===== src/design/sfbs_pkg.sv =====
package sfbs_pkg;

  // framing and escape codes
  localparam logic [7:0] FRAME_START = 8'h0A;
  localparam logic [7:0] ESC_BYTE    = 8'hDB;
  localparam logic [7:0] ESC_START   = 8'hDA;
  localparam logic [7:0] ESC_ESC     = 8'hDD;

  // default depth of the queue between front and back
  localparam int unsigned QUEUE_DEPTH = 2;

  // one frame to be sent: sample count and scaled words
  typedef struct packed {
    logic [1:0]       count;
    logic [2:0][15:0] word;
  } frame_desc_t;

endpackage


===== src/design/sfbs_queue.sv =====
module sfbs_queue #(
  parameter int unsigned WIDTH = 50,
  parameter int unsigned DEPTH = 2
) (
  input  logic             clk,
  input  logic             rst,
  input  logic             push,
  input  logic [WIDTH-1:0] push_data,
  output logic             full,
  input  logic             pop,
  output logic [WIDTH-1:0] pop_data,
  output logic             empty
);

  localparam int unsigned AW = (DEPTH > 1) ? $clog2(DEPTH) : 1;
  localparam int unsigned CW = $clog2(DEPTH + 1);

  logic [WIDTH-1:0] mem [DEPTH];
  logic [AW-1:0]    wr_ptr, rd_ptr;
  logic [CW-1:0]    count;
  logic             do_push, do_pop;

  // status and transfer qualifiers
  assign full     = (count == CW'(DEPTH));
  assign empty    = (count == '0);
  assign do_push  = push && !full;
  assign do_pop   = pop && !empty;
  assign pop_data = mem[rd_ptr];

  // pointers and fill count
  always_ff @(posedge clk) begin
    if (rst) begin
      wr_ptr <= '0;
      rd_ptr <= '0;
      count  <= '0;
    end else begin
      if (do_push) begin
        wr_ptr <= (wr_ptr == AW'(DEPTH - 1)) ? '0 : wr_ptr + AW'(1);
      end
      if (do_pop) begin
        rd_ptr <= (rd_ptr == AW'(DEPTH - 1)) ? '0 : rd_ptr + AW'(1);
      end
      if (do_push && !do_pop) begin
        count <= count + CW'(1);
      end else if (do_pop && !do_push) begin
        count <= count - CW'(1);
      end
    end
  end

  // entry storage
  always_ff @(posedge clk) begin
    if (do_push) begin
      mem[wr_ptr] <= push_data;
    end
  end

endmodule


===== src/design/sfbs_front.sv =====
module sfbs_front (
  input  logic                clk,
  input  logic                rst,
  input  logic                cfg_write,
  input  logic [1:0]          cfg_data,
  input  logic                push,
  input  logic signed [15:0]  sample_one,
  input  logic signed [15:0]  sample_two,
  input  logic signed [15:0]  sample_three,
  input  logic                q_full,
  output logic                q_push,
  output sfbs_pkg::frame_desc_t q_data
);

  import sfbs_pkg::*;

  logic [1:0] channel_count;

  // scale by ten and divide by sixteen, truncating toward zero
  function automatic logic [15:0] scale(input logic [15:0] s);
    logic [19:0] ext;
    logic [19:0] prod;
    logic [19:0] biased;
    ext    = {{4{s[15]}}, s};
    prod   = (ext << 3) + (ext << 1);
    biased = prod[19] ? prod + 20'd15 : prod;
    return biased[19:4];
  endfunction

  // channel count register
  always_ff @(posedge clk) begin
    if (rst) begin
      channel_count <= '0;
    end else if (cfg_write) begin
      channel_count <= cfg_data;
    end
  end

  // items are dropped when frames are disabled
  assign q_push = push && !q_full && (channel_count != '0);

  // frame descriptor
  always_comb begin
    q_data.count   = channel_count;
    q_data.word[0] = scale(sample_one);
    q_data.word[1] = scale(sample_two);
    q_data.word[2] = scale(sample_three);
  end

endmodule


===== src/design/sfbs_back.sv =====
module sfbs_back (
  input  logic                  clk,
  input  logic                  rst,
  input  logic                  q_empty,
  input  sfbs_pkg::frame_desc_t q_data,
  output logic                  q_pop,
  input  logic                  pop,
  output logic                  empty,
  output logic [7:0]            out_byte,
  output logic                  frame_end
);

  import sfbs_pkg::*;

  logic        busy, busy_next;
  logic        esc_pend, esc_pend_next;
  logic [2:0]  pos, pos_next;
  logic        out_valid, out_valid_next;
  frame_desc_t desc, desc_next;
  logic [7:0]  esc_code, esc_code_next;
  logic [7:0]  out_byte_next;
  logic        frame_end_next;
  logic        adv;
  logic        data_last;
  logic [7:0]  cur_byte;

  assign empty = !out_valid;
  assign adv   = !out_valid || pop;

  // current data byte, high byte first per sample
  always_comb begin
    case (pos)
      3'd1:    cur_byte = desc.word[0][15:8];
      3'd2:    cur_byte = desc.word[0][7:0];
      3'd3:    cur_byte = desc.word[1][15:8];
      3'd4:    cur_byte = desc.word[1][7:0];
      3'd5:    cur_byte = desc.word[2][15:8];
      default: cur_byte = desc.word[2][7:0];
    endcase
  end

  assign data_last = (pos == {desc.count, 1'b0});

  // byte sequencer with escape insertion
  always_comb begin
    q_pop          = 1'b0;
    busy_next      = busy;
    esc_pend_next  = esc_pend;
    pos_next       = pos;
    desc_next      = desc;
    esc_code_next  = esc_code;
    out_valid_next = out_valid;
    out_byte_next  = out_byte;
    frame_end_next = frame_end;
    if (adv) begin
      out_valid_next = 1'b0;
      if (!busy) begin
        if (!q_empty) begin
          q_pop          = 1'b1;
          desc_next      = q_data;
          busy_next      = 1'b1;
          pos_next       = 3'd1;
          esc_pend_next  = 1'b0;
          out_valid_next = 1'b1;
          out_byte_next  = FRAME_START;
          frame_end_next = 1'b0;
        end
      end else if (esc_pend) begin
        out_valid_next = 1'b1;
        out_byte_next  = esc_code;
        frame_end_next = data_last;
        esc_pend_next  = 1'b0;
        if (data_last) begin
          busy_next = 1'b0;
        end else begin
          pos_next = pos + 3'd1;
        end
      end else if (cur_byte == FRAME_START || cur_byte == ESC_BYTE) begin
        out_valid_next = 1'b1;
        out_byte_next  = ESC_BYTE;
        frame_end_next = 1'b0;
        esc_pend_next  = 1'b1;
        esc_code_next  = (cur_byte == FRAME_START) ? ESC_START : ESC_ESC;
      end else begin
        out_valid_next = 1'b1;
        out_byte_next  = cur_byte;
        frame_end_next = data_last;
        if (data_last) begin
          busy_next = 1'b0;
        end else begin
          pos_next = pos + 3'd1;
        end
      end
    end
  end

  // control state
  always_ff @(posedge clk) begin
    if (rst) begin
      busy      <= 1'b0;
      esc_pend  <= 1'b0;
      pos       <= '0;
      out_valid <= 1'b0;
    end else begin
      busy      <= busy_next;
      esc_pend  <= esc_pend_next;
      pos       <= pos_next;
      out_valid <= out_valid_next;
    end
  end

  // payload registers
  always_ff @(posedge clk) begin
    desc      <= desc_next;
    esc_code  <= esc_code_next;
    out_byte  <= out_byte_next;
    frame_end <= frame_end_next;
  end

endmodule


===== src/design/sample_frame_byte_stuffer_unit.sv =====
// Sample frame byte stuffer: turns one item of three fixed-point samples into
// one stuffed serial frame.
// Input channel: queue style, an item transfers when push is high and full is
// low. Result channel: queue style, out_byte and frame_end are valid while
// empty is low and transfer when pop is high.
// cfg_write/cfg_data set the channel count (0 disables frames; items are
// then taken and dropped). Write it only while the block is idle.
// A frame is the start byte, then each enabled sample scaled by ten/16
// (truncated toward zero), high byte first, with escape stuffing; frame_end
// marks its last byte. A frame is 3 to 13 bytes.
// The start byte passes through the frame queue and then the output register, and
// waits while the sequencer sends an earlier frame or the receiver stalls. The
// sequencer sends one result byte per cycle while pop is high and a frame waits.
// A queue of QUEUE_DEPTH frames sits between the input and the sequencer, so
// items keep transferring while a frame is sent or the receiver stalls; when
// pop stays low the output byte holds and the queue fills, then full rises.
// Reset clears the queue, the sequencer and the channel count.
module sample_frame_byte_stuffer_unit #(
  parameter int unsigned QUEUE_DEPTH = sfbs_pkg::QUEUE_DEPTH
) (
  input  logic               clk,
  input  logic               rst,
  input  logic               cfg_write,
  input  logic [1:0]         cfg_data,
  input  logic               push,
  output logic               full,
  input  logic signed [15:0] sample_one,
  input  logic signed [15:0] sample_two,
  input  logic signed [15:0] sample_three,
  output logic               empty,
  input  logic               pop,
  output logic [7:0]         out_byte,
  output logic               frame_end
);

  import sfbs_pkg::*;

  localparam int unsigned DESC_W = $bits(frame_desc_t);

  logic        q_push, q_pop, q_full, q_empty;
  frame_desc_t q_in, q_out;

  assign full = q_full;

  // scaling and channel count gating
  sfbs_front u_front (
    .clk          (clk),
    .rst          (rst),
    .cfg_write    (cfg_write),
    .cfg_data     (cfg_data),
    .push         (push),
    .sample_one   (sample_one),
    .sample_two   (sample_two),
    .sample_three (sample_three),
    .q_full       (q_full),
    .q_push       (q_push),
    .q_data       (q_in)
  );

  // frame queue
  sfbs_queue #(
    .WIDTH (DESC_W),
    .DEPTH (QUEUE_DEPTH)
  ) u_queue (
    .clk       (clk),
    .rst       (rst),
    .push      (q_push),
    .push_data (q_in),
    .full      (q_full),
    .pop       (q_pop),
    .pop_data  (q_out),
    .empty     (q_empty)
  );

  // byte sequencer and output register
  sfbs_back u_back (
    .clk       (clk),
    .rst       (rst),
    .q_empty   (q_empty),
    .q_data    (q_out),
    .q_pop     (q_pop),
    .pop       (pop),
    .empty     (empty),
    .out_byte  (out_byte),
    .frame_end (frame_end)
  );

endmodule


===== config.mk =====
export PLATFORM = sky130hd
export DESIGN_NAME = sample_frame_byte_stuffer_unit
export DESIGN_NICKNAME = d
export VERILOG_FILES = /design/src/design/sfbs_pkg.sv /design/src/design/sfbs_queue.sv /design/src/design/sfbs_front.sv /design/src/design/sfbs_back.sv /design/src/design/sample_frame_byte_stuffer_unit.sv
export SDC_FILE = /design/constraint.sdc
export NUM_CORES = 1
export LEC_CHECK = 0
export ABC_AREA = 1
export CAP_MARGIN = 15
export CORE_ASPECT_RATIO = 1.75
export CORE_UTILIZATION = 65
export CTS_BUF_LIST = sky130_fd_sc_hd__clkbuf_16
export DETAILED_ROUTE_END_ITERATION = 8
export DONT_BUFFER_PORTS = 1
export MAX_ROUTING_LAYER = met4
export PLACE_DENSITY_LB_ADDON = 0.05
export SLEW_MARGIN = 20
export SYNTH_ARGS = -nofsm -noshare
export SYNTH_HDL_FRONTEND = slang
export SYNTH_HIERARCHICAL = 1
export SYNTH_SLANG_ARGS = --single-unit

===== constraint.sdc =====
create_clock -name clk -period 6.1 [get_ports clk]
set_input_delay 0.305 -clock clk [delete_from_list [all_inputs] [get_ports clk]]
set_output_delay 0.305 -clock clk [all_outputs]
set_load 0.005 [all_outputs]

==> metrics.txt <==
clock share of power 0.265; clk_lat worst skew 0.43 ns; Combinational Power Share 0.301; worst slew pin tran 0.9435 ns; first-pass GRT wire length 37760 µm; number of flops mapped to enable cells by yosys 161; VDD IR max 223.3 µV; DRT iter0 DRCs 345; compound-cell area share of the yosys netlist 0.03337; RSZ-0062 raised after global routing no; largest net degree at the start of global routing 52; Max-cap violations 0; Worst path max stage delay 0.77 ns; # fillers 1356; Crit path top cell by count nand3_1; reg2reg setup slack 2.89 ns; Num CTS Buffers 17; Post-Syn Instances 1317; # DRC 0; Period Utilization, post-route 0.5255; post-route ant nets 0; initial core utilization 0.6651; share of cells above drive strength 1 0.1040; final WL 23030 µm; RR Endpoint u_back/out_byte[3]; multiplexer share of the synthesized area 0.06629; main combinational cell family by area after synthesis simple AND/OR/NAND/NOR gates; core area 17030 µm²; area delta synth->final 6.176%; post-synthesis xor/xnor area fraction 0.01613; worst r2r path cells 10; CP Capture Point u_back/out_byte[3]; Synth top area share 0.4269; Worst Hold Class in -> reg; Hold Vio Cnt, Final 0; crit path cell chain inv_1, ha_1, nor2_4, nand3_4, or2_4, nand3_1, nor2_1, nand2_1, nand3_1, or2_2; antenna violations before repair 0; CP Capture Type register; Pre-antenna DRT Iters 5; dpl hpwl 18120 µm; number of buffers added on ports 0; Die Wd 101.8 µm; Yosys reg bits 174; Flop pwr share 0.434; Req. time, crit path 6.27 ns; Psw 1300 µW; clk slew on worst S/H paths 0.07 ns; CTS root buf clkbuf_16; CTS tree done; YS warnings 6; clock skew 0.01013 ns; Peak Freq 312.0 MHz; vias in the first global route 8058; area leader, netlist edfxtp_1; Sw Ratio 0.3471; Post-Syn Nets 1426; met3 Track Usage GR 0.03318; synthesized area 11320 µm²; Max transition margin 0.3710; Hold Slack 0.01451 ns; Tot GR Track Use 0.2863; Multi-input gate area 5299 µm²; CTS sink cnt 174; Util after Layout 0.7062; Pleak 0.005587 µW; total grt overflow 0; Unique masters post-synth 43; final total power 3744 µW; post-CTS resize count 0; CTS Buffer Depth 2; P_int 2444 µW; setup TNS 0 ns; Worst Setup SP u_back/pos[2]; Vias per Instance 5.356; Critical Path Fanout Max 20; Synth async-reset ratio 0; largest cells by area after synthesis edfxtp_1, nand2_1, mux2_4; Max Transition Viols Final 0; R2R Path Start u_back/pos[2]; met2 Use GR 0.5090; total die area 17980 µm²; H-tree depth 4; gp weighted congestion 0.9282; drt wl/cell 14.72 µm; number of setup violations in the final report 0; I/O Pins 66; num rows 63; met1 usage 0.3071; Seq/Total Area, Yosys 0.4499; Crit Path Class reg -> reg; Syn Area/Cell 8.599 µm²; vias 8377; register area 5096 µm²; fin nets 1433; CP arrival 3.38 ns; adder-cell share of the synthesized area 0.06165; Worst setup SP type register; GRT Max-Usage Layer met2; dominant synthesized flop cell edfxtp_1; Simple-Gate Fraction of Synth Area 0.2887; Die Y 176.6 µm; number of diodes 0; pwr dens 311.3 nW/µm²; slowest CP cell dfxtp_1; fin crit period 3.205 ns; critical hold path startpoint cfg_write; run status completed
==> power groups by stage <==
stage,clock network [µW],logic (µW),registers [µW]
after floorplan,0,940,1600
after global placement,0,1100,1640
after detailed placement,0,1120,1650
after CTS,1010,1130,1620
after global routing,1060,1280,1640
final,991,1130,1620
==> repair_timing <==
action	CTS	global route
hold buffers	1	0
hold endpoints to repair	5	0
setup buffers	0	0
==> cell type report <==
cell class	instances	share of cell area
multi-input combinational	926	0.4407
sequential	174	0.4238
inverter	200	0.06244
clock buffer	17	0.03538
tap	227	0.02362
clock inverter	15	0.01072
timing repair buffer	5	0.003330
==> synthesized netlist by cell type (all sizes together), types with 2 or more instances <==
cell / count
nand3b: 9
nor2: 132
inv: 200
or2: 7
a21oi: 44
ha: 51
and2: 5
nor3: 11
nand3: 134
o21ai: 18
mux2: 50
a21o: 2
xnor2: 9
nand4: 24
buf: 16
nand2: 410
xor2: 11
o31ai: 2
fa: 3
dfxtp: 13
edfxtp: 161
==> logic make-up (layout without fill, tap and decap cells) <==
| kind of cell | count (synthesis) | after routing |
|---|---|---|
| buf+inv | 217 | 237 |
| mux | 50 | 50 |
| xor+xnor | 20 | 20 |
| compound gates | 70 | 70 |
| flops | 174 | 174 |
| fa+ha+maj | 54 | 54 |
| simple gates | 732 | 732 |
==> sequential cells by signal, summed over array words and instances, names as in the netlist, 2 cells and up, named ones only <==
signal,flops
u_back/esc_code,2
u_back/pos,3
u_queue/mem,100
u_back/out_byte,8
u_back/desc,50
u_front/channel_count,2
u_queue/count,2
==> metrics by stage <==
step / setup slack (ns) / instances / area, µm²
floorplan: 1.061 / 1317 / 11320
global placement: 3.050 / 1531 / 11460
detailed placement: 2.984 / 1531 / 11460
CTS: 2.946 / 1564 / 12020
global route: 2.627 / 1564 / 12020
finish: 2.895 / 1564 / 12020
==> routing by layer <==
| metal | wire length [µm] | up-vias | part of all wire |
|---|---|---|---|
| met2 | 12300 | 154 | 0.53 |
| met4 | 1085 | 0 | 0.047 |
| met5 | 0 | - | 0 |
| met1 | 9215 | 3845 | 0.40 |
| li1 | - | 4327 | - |
| met3 | 431 | 51 | 0.019 |
==> placed cells by master (no fill, tap or decap), drive strengths merged, types with 3 or more instances in the layout <==
cell | Yosys | routed
edfxtp | 161 | 161
nand4 | 24 | 24
nor2 | 132 | 132
mux2 | 50 | 50
nand3 | 134 | 134
nand2 | 410 | 410
dfxtp | 13 | 13
nand3b | 9 | 9
nor3 | 11 | 11
or2 | 7 | 7
a21oi | 44 | 44
xor2 | 11 | 11
fa | 3 | 3
buf | 16 | 4
o21ai | 18 | 18
ha | 51 | 51
inv | 200 | 208
and2 | 5 | 5
clkinv | 0 | 4
xnor2 | 9 | 9
clkinvlp | 0 | 3
clkbuf | 1 | 17
==> critical path, delay by kind of cell (launching register included) <==
family | cells | cell delay, ns
AND/OR/NAND/NOR | 8 | 1.29
adder cells (fa/ha/maj) | 1 | 0.47
flip-flops | 1 | 0.77
buffers and inverters | 1 | 0.41
==> worst min-delay path by stage <==
stage / to / slack, ns / cells after the start
global placement: u_back/pos[0] / 0.38 / 1
finish: u_front/channel_count[0] / 0.01 / 2
global route: u_front/channel_count[0] / 0.02 / 2
detailed placement: u_back/out_valid / 0.38 / 1
CTS: u_front/channel_count[0] / 0.002 / 2
floorplan: u_back/busy / 0.37 / 1
No activity file was read; power rests on OpenSTA's default activity.
